## src/rtl/wbps_pkg.sv

```systemverilog
// Types and fixed constants for the wildcard byte pattern scan core.
// No dependencies; imported by every module of the block.
`default_nettype none

package wbps_pkg;

  localparam int BYTE_W     = 8;
  localparam int PIDX_W     = 7;
  localparam int LEN_W      = 8;
  localparam int RES_OFF_W  = 32;
  localparam int GROUP_W    = 16;
  localparam int FIFO_DEPTH = 8;
  localparam int FCNT_W     = $clog2(FIFO_DEPTH + 1);

  typedef struct packed {
    logic              wild;
    logic [BYTE_W-1:0] value;
  } pat_entry_t;

  typedef struct packed {
    logic       shift;
    logic       rotate;
    logic       load;
    pat_entry_t load_entry;
  } cell_ctl_t;

  typedef struct packed {
    logic                 last;
    logic                 enough;
    logic [RES_OFF_W-1:0] offset;
  } meta_t;

  typedef struct packed {
    logic                 found;
    logic [RES_OFF_W-1:0] offset;
  } result_t;

endpackage

`default_nettype wire

```

## src/rtl/wbps_cell.sv

```systemverilog
// One compare cell: a window byte, a pattern entry and a registered match bit.
// Bytes pass up the chain on each scan, entries on each rotation step.
// Depends on wbps_pkg.
`default_nettype none

module wbps_cell
  import wbps_pkg::*;
#(
  parameter int MAX_PATTERN = 128,
  parameter int IDX         = 0
) (
  input  wire logic                               clk,
  input  wire cell_ctl_t                          ctl,
  input  wire logic [$clog2(MAX_PATTERN)-1:0]     load_cell,
  input  wire logic [$clog2(MAX_PATTERN+1)-1:0]   alen,
  input  wire logic [BYTE_W-1:0]                  byte_in,
  input  wire pat_entry_t                         pat_in,
  output logic [BYTE_W-1:0]                       byte_out,
  output pat_entry_t                              pat_out,
  output logic                                    ok_out
);

  localparam int IW = $clog2(MAX_PATTERN);
  localparam int LW = $clog2(MAX_PATTERN + 1);

  logic [BYTE_W-1:0] byte_r;
  pat_entry_t        pat_r;
  logic              ok_r;
  logic              active;
  logic              ok_nxt;

  always_comb begin
    active = LW'(IDX) < alen;
    ok_nxt = !active || pat_r.wild || (byte_r == pat_r.value);
  end

  always_ff @(posedge clk) begin
    if (ctl.shift) begin
      byte_r <= byte_in;
    end
    if (ctl.rotate) begin
      pat_r <= pat_in;
    end else if (ctl.load && (load_cell == IW'(IDX))) begin
      pat_r <= ctl.load_entry;
    end
    ok_r <= ok_nxt;
  end

  assign byte_out = byte_r;
  assign pat_out  = pat_r;
  assign ok_out   = ok_r;

endmodule

`default_nettype wire

```

## src/rtl/wbps_out_fifo.sv

```systemverilog
// Small result queue between the compare pipeline and the output channel.
// Depends on wbps_pkg.
`default_nettype none

module wbps_out_fifo
  import wbps_pkg::*;
(
  input  wire logic        clk,
  input  wire logic        rst_n,
  input  wire logic        wr_en,
  input  wire result_t     wr_data,
  input  wire logic        rd_ready,
  output logic             rd_valid,
  output result_t          rd_data,
  output logic [FCNT_W-1:0] count
);

  localparam int PW = $clog2(FIFO_DEPTH);

  result_t           mem [FIFO_DEPTH];
  logic [PW-1:0]     wr_ptr_r;
  logic [PW-1:0]     rd_ptr_r;
  logic [FCNT_W-1:0] cnt_r;
  logic              pop;

  assign rd_valid = cnt_r != '0;
  assign pop      = rd_valid && rd_ready;
  assign rd_data  = mem[rd_ptr_r];
  assign count    = cnt_r;

  always_ff @(posedge clk) begin
    if (wr_en) begin
      mem[wr_ptr_r] <= wr_data;
    end
  end

  always_ff @(posedge clk) begin
    if (!rst_n) begin
      wr_ptr_r <= '0;
      rd_ptr_r <= '0;
      cnt_r    <= '0;
    end else begin
      if (wr_en) begin
        wr_ptr_r <= wr_ptr_r + 1'b1;
      end
      if (pop) begin
        rd_ptr_r <= rd_ptr_r + 1'b1;
      end
      case ({wr_en, pop})
        2'b10:   cnt_r <= cnt_r + 1'b1;
        2'b01:   cnt_r <= cnt_r - 1'b1;
        default: cnt_r <= cnt_r;
      endcase
    end
  end

endmodule

`default_nettype wire

```

## src/rtl/wildcard_byte_pattern_scan_core.sv

```systemverilog
// Wildcard byte pattern scan core: top level.
// Depends on wbps_pkg, wbps_cell and wbps_out_fifo.
//
// Usage:
//  - in_*: one transfer per item. in_mode 0 loads pattern entry in_pattern_index
//    (value and wildcard mark); in_mode 1 feeds one region byte, in_last_byte
//    closing the region.
//  - out_*: at most one result per scanned byte: out_found with the offset of
//    the first matching byte, or a miss on the closing byte if no match came.
//  - cfg_*: writes pattern_length; accepted every cycle.
// Throughput is one item per cycle while in_ready is high. A scanned byte
// passes the window byte, cell compare and group AND registers; the final
// decision then writes its result to the output queue, presented from the following cycle.
// Pattern entries sit in the cells rotated by pattern_length - 1. After a
// length write the store rotates one cell per cycle until it reaches the new
// position, with in_ready low meanwhile.
// An eight-entry result queue decouples the output: when the receiver stalls,
// input stays open while queue plus in-flight bytes leave room, then in_ready
// drops. Reset sets pattern_length to 1 and clears offset, fill and match
// state; the pattern store is undefined until loaded.
`default_nettype none

module wildcard_byte_pattern_scan_core
  import wbps_pkg::*;
#(
  parameter int MAX_PATTERN = 128,
  parameter int OFFSET_BITS = 32
) (
  input  wire logic                 clk,
  input  wire logic                 rst_n,
  input  wire logic                 in_valid,
  output logic                      in_ready,
  input  wire logic                 in_mode,
  input  wire logic [PIDX_W-1:0]    in_pattern_index,
  input  wire logic [BYTE_W-1:0]    in_pattern_value,
  input  wire logic                 in_pattern_wild,
  input  wire logic [BYTE_W-1:0]    in_data_byte,
  input  wire logic                 in_last_byte,
  output logic                      out_valid,
  input  wire logic                 out_ready,
  output logic                      out_found,
  output logic [RES_OFF_W-1:0]      out_match_offset,
  input  wire logic                 cfg_valid,
  output logic                      cfg_ready,
  input  wire logic [LEN_W-1:0]     cfg_pattern_length
);

  localparam int IW   = $clog2(MAX_PATTERN);
  localparam int LW   = $clog2(MAX_PATTERN + 1);
  localparam int NG   = (MAX_PATTERN + GROUP_W - 1) / GROUP_W;
  localparam int CMPW = (LW > LEN_W) ? LW : LEN_W;
  localparam int XW   = (((IW + 1) > PIDX_W) ? (IW + 1) : PIDX_W) + 1;

  logic [LEN_W-1:0]       len_r;
  logic [IW-1:0]          base_r;
  logic [OFFSET_BITS-1:0] cnt_r;
  logic [LW-1:0]          fill_r;
  logic                   rep_r;
  logic                   v0_r, v1_r, v2_r;
  meta_t                  m0_r, m1_r, m2_r;
  logic [NG-1:0]          grp_r;

  logic [CMPW-1:0]        len_ext;
  logic [LW-1:0]          alen;
  logic [IW-1:0]          tgt;
  logic                   rot;
  logic                   in_fire, scan_fire, load_fire, idx_ok;
  logic [IW:0]            base_w, idx_w;
  logic [IW-1:0]          load_cell;
  logic [OFFSET_BITS-1:0] cnt_inc, off_full;
  logic [LW-1:0]          fill_inc;
  logic                   enough;
  logic [FCNT_W:0]        busy;
  logic [FCNT_W-1:0]      fcnt;
  cell_ctl_t              ctl;
  logic                   all_ok, hit, emit;
  result_t                res, out_res;

  logic [BYTE_W-1:0]      byte_q [MAX_PATTERN];
  pat_entry_t             pat_q  [MAX_PATTERN];
  logic [MAX_PATTERN-1:0] ok_vec;
  logic [NG*GROUP_W-1:0]  ok_pad;

  // active length and rotation target
  always_comb begin
    len_ext = CMPW'(len_r);
    if (len_ext > CMPW'(MAX_PATTERN)) begin
      alen = LW'(MAX_PATTERN);
    end else begin
      alen = LW'(len_ext);
    end
    tgt = (alen == '0) ? IW'(MAX_PATTERN - 1) : IW'(alen - 1'b1);
    rot = base_r != tgt;
  end

  assign busy = (FCNT_W+1)'(fcnt) + (FCNT_W+1)'(v0_r) + (FCNT_W+1)'(v1_r)
              + (FCNT_W+1)'(v2_r);
  assign in_ready  = !rot && (busy < (FCNT_W+1)'(FIFO_DEPTH));
  assign cfg_ready = 1'b1;
  assign in_fire   = in_valid && in_ready;
  assign scan_fire = in_fire && in_mode;
  assign load_fire = in_fire && !in_mode;

  // load target cell: (base - index) mod MAX_PATTERN
  always_comb begin
    idx_ok = XW'(in_pattern_index) < XW'(MAX_PATTERN);
    base_w = {1'b0, base_r};
    idx_w  = (IW+1)'(in_pattern_index);
    if (base_w >= idx_w) begin
      load_cell = IW'(base_w - idx_w);
    end else begin
      load_cell = IW'(base_w + (IW+1)'(MAX_PATTERN) - idx_w);
    end
  end

  always_comb begin
    ctl.shift            = scan_fire;
    ctl.rotate           = rot;
    ctl.load             = load_fire && idx_ok;
    ctl.load_entry.wild  = in_pattern_wild;
    ctl.load_entry.value = in_pattern_value;
  end

  // front end: offset and fill
  always_comb begin
    cnt_inc  = cnt_r + 1'b1;
    off_full = cnt_inc - OFFSET_BITS'(alen);
    fill_inc = (fill_r == LW'(MAX_PATTERN)) ? fill_r : fill_r + 1'b1;
    enough   = (alen != '0) && (fill_inc >= alen);
  end

  genvar gi;
  generate
    for (gi = 0; gi < MAX_PATTERN; gi++) begin : g_cell
      wbps_cell #(
        .MAX_PATTERN (MAX_PATTERN),
        .IDX         (gi)
      ) u_cell (
        .clk       (clk),
        .ctl       (ctl),
        .load_cell (load_cell),
        .alen      (alen),
        .byte_in   ((gi == 0) ? in_data_byte : byte_q[(gi + MAX_PATTERN - 1) % MAX_PATTERN]),
        .pat_in    (pat_q[(gi + MAX_PATTERN - 1) % MAX_PATTERN]),
        .byte_out  (byte_q[gi]),
        .pat_out   (pat_q[gi]),
        .ok_out    (ok_vec[gi])
      );
    end
  endgenerate

  always_comb begin
    ok_pad                  = '1;
    ok_pad[MAX_PATTERN-1:0] = ok_vec;
  end

  always_ff @(posedge clk) begin
    for (int g = 0; g < NG; g++) begin
      grp_r[g] <= &ok_pad[g*GROUP_W +: GROUP_W];
    end
  end

  // final decision
  always_comb begin
    all_ok     = &grp_r;
    hit        = v2_r && m2_r.enough && all_ok && !rep_r;
    emit       = v2_r && !rep_r && (hit || m2_r.last);
    res.found  = hit;
    res.offset = hit ? m2_r.offset : '0;
  end

  always_ff @(posedge clk) begin
    if (scan_fire) begin
      m0_r.last   <= in_last_byte;
      m0_r.enough <= enough;
      m0_r.offset <= RES_OFF_W'(off_full);
    end
    m1_r <= m0_r;
    m2_r <= m1_r;
  end

  always_ff @(posedge clk) begin
    if (!rst_n) begin
      len_r  <= LEN_W'(1);
      base_r <= '0;
      cnt_r  <= '0;
      fill_r <= '0;
      rep_r  <= 1'b0;
      v0_r   <= 1'b0;
      v1_r   <= 1'b0;
      v2_r   <= 1'b0;
    end else begin
      if (cfg_valid && cfg_ready) begin
        len_r <= cfg_pattern_length;
      end
      if (rot) begin
        base_r <= (base_r == IW'(MAX_PATTERN - 1)) ? '0 : base_r + 1'b1;
      end
      if (scan_fire) begin
        cnt_r  <= in_last_byte ? '0 : cnt_inc;
        fill_r <= in_last_byte ? '0 : fill_inc;
      end
      if (v2_r) begin
        rep_r <= m2_r.last ? 1'b0 : (rep_r || hit);
      end
      v0_r <= scan_fire;
      v1_r <= v0_r;
      v2_r <= v1_r;
    end
  end

  wbps_out_fifo u_out_fifo (
    .clk      (clk),
    .rst_n    (rst_n),
    .wr_en    (emit),
    .wr_data  (res),
    .rd_ready (out_ready),
    .rd_valid (out_valid),
    .rd_data  (out_res),
    .count    (fcnt)
  );

  assign out_found        = out_res.found;
  assign out_match_offset = out_res.offset;

  a_no_overflow: assert property (@(posedge clk) disable iff (!rst_n)
    emit |-> (fcnt < FCNT_W'(FIFO_DEPTH)) || (out_valid && out_ready))
    else $error("result queue overflow");

  a_hit_sticks: assert property (@(posedge clk) disable iff (!rst_n)
    (hit && !m2_r.last) |=> rep_r)
    else $error("match not recorded");

  a_region_end: assert property (@(posedge clk) disable iff (!rst_n)
    (scan_fire && in_last_byte) |=> (cnt_r == '0) && (fill_r == '0))
    else $error("region state not cleared");

  a_no_scan_rotating: assert property (@(posedge clk) disable iff (!rst_n)
    rot |=> !v0_r)
    else $error("byte taken during rotation");

endmodule

`default_nettype wire
```

## config.mk

```make
export PLATFORM = sky130hd
export DESIGN_NAME = wildcard_byte_pattern_scan_core
export DESIGN_NICKNAME = d
export VERILOG_FILES = /design/src/rtl/wbps_pkg.sv /design/src/rtl/wbps_cell.sv /design/src/rtl/wbps_out_fifo.sv /design/src/rtl/wildcard_byte_pattern_scan_core.sv
export SDC_FILE = /design/constraint.sdc
export NUM_CORES = 2
export LEC_CHECK = 0
export BUFFER_PORTS_ARGS = -buffer_cell sky130_fd_sc_hd__clkbuf_2
export CAP_MARGIN = 40
export CORE_MARGIN = 2
export CORE_UTILIZATION = 30
export CTS_CLUSTER_DIAMETER = 150
export DETAILED_ROUTE_END_ITERATION = 7
export PLACE_DENSITY = 0.53
export SLEW_MARGIN = 0
export SYNTH_ARGS = -nofsm -noshare
export SYNTH_HDL_FRONTEND = slang
export SYNTH_SLANG_ARGS = --single-unit
```

## constraint.sdc

```tcl
create_clock -name clk -period 40.9 [get_ports clk]
set_input_delay 4.09 -clock clk [delete_from_list [all_inputs] [get_ports clk]]
set_output_delay 4.09 -clock clk [all_outputs]
set_load 0.01 [all_outputs]
```

==> results.json <==
{
  "status": "finished, final reports clean",
  "netlist_area_um2": 110000,
  "drive_gt1_frac": 0.106,
  "core_area_um2": 365000,
  "antenna_found_initial": 13,
  "yosysTopAreaCellShare": 0.677,
  "grt_pass1_wl_mm": 434,
  "switching_share": 0.284,
  "min_path_cells": 0,
  "min_delay_worst_endpoint": "m2_r[10]",
  "setup.worst_path.class": "flop to output port",
  "p_leak_nw": 44.6,
  "synthCells": 8012,
  "cp-start-kind": "flop",
  "cp.arrival_ns": 5.51,
  "routedWlPerCell_um": 21.9,
  "power_mw": 8.57,
  "syn_nets": 8089,
  "pwr_density_cell_nw_per_um2": 67.8,
  "finClkSkew_ns": 0.0979,
  "rr_worst_depth": 13,
  "nNetsFinal": 8336,
  "switching_power_mw": 2.43,
  "cts_resized": 0,
  "cp_max_fo": 33,
  "grt_pass1_vias": 65300,
  "area_delta_synth_final_pct": 15.2,
  "ant_nets": 0,
  "place_ws_ns": 32.12,
  "clockBufferDepth": 4,
  "root_buffer": "clkbuf_16",
  "die_area_um2": 370000,
  "start_util": 0.301,
  "synth_area_per_cell_um2": 13.7,
  "clk_pin_slew_worst_paths_ns": 0.06,
  "reg2reg_to": "g_cell[62].u_cell.pat_out[1]",
  "final.period_utilization": 0.235,
  "layout_commonest_cell": "edfxtp_1",
  "p_seq_frac": 0.519,
  "tightest_slew_ns": 1.15,
  "numCtsBuffers": 300,
  "ys_ff_latch": 2750,
  "hold_viol": 0,
  "synthArstFlopShare": 0,
  "maxCapViolCount": 0,
  "rsz0062_at_grt": "false",
  "most-common-layout-cells": "edfxtp_1, nand2_1, xnor2_1",
  "cp.required_ns": 36.81,
  "synth-edff-count": 2474,
  "ff_latch_area_um2": 79800,
  "fin_crit_ns": 9.60,
  "cpMaxStageDelayCell": "nand2_1",
  "setup_ws_ns": 31.30,
  "numClockSinks": 2750,
  "grtUsageTotal": 0.154,
  "timing.slew.headroom": 0.231,
  "cts_tree": "yes",
  "yosysUniqueCellTypes": 79,
  "nFillCells": 35300,
  "dr_total_vias": 63700,
  "clock.fmax_mhz": 104,
  "die_w_um": 609,
  "seq_area_frac_synth": 0.728,
  "num_rows": 222,
  "die_h_um": 609,
  "min_from": "m1_r[10]",
  "cts_setup_buffers": 0,
  "synthTopCellsByArea": "edfxtp_1, nand2_1, xnor2_1",
  "gr-total-overflow": 0,
  "dr.first_iter.drc_count": 6816,
  "cpMostUsedCell": "nand2_1",
  "synth-warning-count": 0,
  "combPwrFrac": 0.172,
  "ir_drop_uv": 35.4,
  "rrSetupSlack_ns": 33.02,
  "grt_max_degree": 250,
  "p_clk_frac": 0.308,
  "htreeDepth": 5,
  "io_buffer_count": 73,
  "synthFlopType": "edfxtp_1",
  "hpwl_mm": 187,
  "setup_viol": 0,
  "drt_wl_total_mm": 292,
  "multi_input_area_um2": 28300,
  "routed_via_density": 4.78,
  "gp_congestion": 0.869,
  "tns_ns": 0,
  "num_io_pins": 75,
  "drcViolationCount": 0,
  "hold_class": "flop to flop",
  "drv_slew": 0,
  "path_cells": "inv_1 -> nand2_1 -> ha_1 -> nand2_1 -> nor2_1 -> a2111oi_2 -> o211a_4 -> and2_1 -> clkbuf_2",
  "ctsHoldBuffers": 0,
  "yosysTopAreaCell": "edfxtp_1",
  "p_int_mw": 6.14,
  "max_stage_delay_ns": 0.75,
  "r2r_start": "len_ext[7]",
  "cp-end-kind": "output port",
  "clk_latency_ns": 0.90,
  "firstDrtPassIters": 7
}
## synth_stat cells (3+ instances only)
cell type / count
nor2b_1: 5
xor2_1: 131
a31oi_1: 6
xnor2_1: 978
nor4_1: 35
fa_1: 4
nand2b_1: 6
and3_1: 17
buf_2: 151
a21oi_1: 77
o21ai_1: 4
buf_4: 4
or4_1: 5
nand3b_1: 5
o31ai_1: 12
a21o_1: 9
nor4_2: 3
clkbuf_1: 200
inv_1: 33
mux2i_1: 12
o21bai_1: 5
o22ai_1: 35
mux4_2: 66
nand3_1: 46
dfxtp_1: 276
nand4_1: 282
nand2_1: 2440
and4_1: 5
ha_1: 34
mux2_2: 34
nor3_1: 26
o21ai_0: 264
a211oi_1: 46
nor3b_1: 7
buf_1: 12
edfxtp_1: 2474
or3_1: 41
o211ai_1: 3
a211o_1: 3
and2_1: 40
nor2_1: 126
o21a_1: 3
## worst max path at each step
stage,to,slack [ns],cells after the start,startpoint
finish,in_ready,31.30,9,len_ext[7]
global route,in_ready,31.23,9,len_ext[7]
CTS,in_ready,31.37,9,len_ext[7]
detailed placement,g_cell[39].u_cell.pat_out[2],32.12,12,in_pattern_index[0]
global placement,g_cell[54].u_cell.byte_out[2],31.49,8,in_valid
floorplan,g_cell[0].u_cell.byte_out[0],14.47,5,in_mode
## final cells by class
type	instances	area share
sequential	2750	0.632
multi-input combinational	4857	0.224
clock buffer	405	0.0653
tap	4816	0.0477
timing repair buffer	314	0.0203
clock inverter	135	0.00970
inverter	36	0.00113
antenna	9	0.000178
## per-stage QoR
step	utilization	instances	area [µm²]	hold WS (ns)
floorplan	-	8012	110000	0.310
global placement	0.318	12700	116000	0.311
detailed placement	0.320	12800	117000	0.312
CTS	0.346	13300	126000	0.325
global route	0.347	13300	126000	0.329
finish	0.347	13300	126000	0.324
## power by group through the flow
stage	sequential, mW	combinational [mW]	clock, mW
3_3_place_gp	4.49	1.44	0
4_1_cts	4.44	1.49	2.70
2_1_floorplan	4.36	1.08	0
6_report	4.45	1.48	2.64
3_5_place_dp	4.49	1.47	0
5_1_grt	4.52	1.67	2.80
## per-layer routing
| layer | track usage | part of all wire |
|---|---|---|
| met1 | 0.208 | 0.43 |
| met2 | 0.248 | 0.46 |
| met3 | 0.0262 | 0.061 |
| met4 | 0.0591 | 0.039 |
| met5 | 0 | 0.00017 |
## critical path, delay by kind of cell (launching register included)
family	cells	cell delay (ns)
simple gates	4	1.82
buf+inv	2	0.64
flops	1	0.31
compound gates	2	1.26
fa+ha+maj	1	0.62
## state kept, by name, summed over array words and instances (netlist names), named ones only
signal                  count
g_cell.u_cell.pat_out    1152
g_cell.u_cell.byte_out   1024
u_out_fifo.mem            264
g_cell.u_cell.ok_out      128
m0_r                       34
m1_r                       34
m2_r                       34
cnt_r                      32
fill_r                      8
grp_r                       8
len_ext                     8
base_r                      7
u_out_fifo.count            4
u_out_fifo.rd_ptr_r         3
u_out_fifo.wr_ptr_r         3
rep_r                       1
v0_r                        1
v1_r                        1
v2_r                        1
## cell families (layout without fill, tap and decap cells)
kind of cell,Yosys count,after routing,share of synthesized area
XOR/XNOR,1110,1110,0.0888
buffers and inverters,405,890,0.0157
multiplexers,112,112,0.0181
AND/OR/NAND/NOR,3108,3108,0.119
flip-flops,2750,2750,0.728
adder cells (fa/ha/maj),38,38,0.00461
AO/OA/AOI/OAI,488,488,0.0256
other,1,10,0.0000342
(Power assumes the default switching activity.)
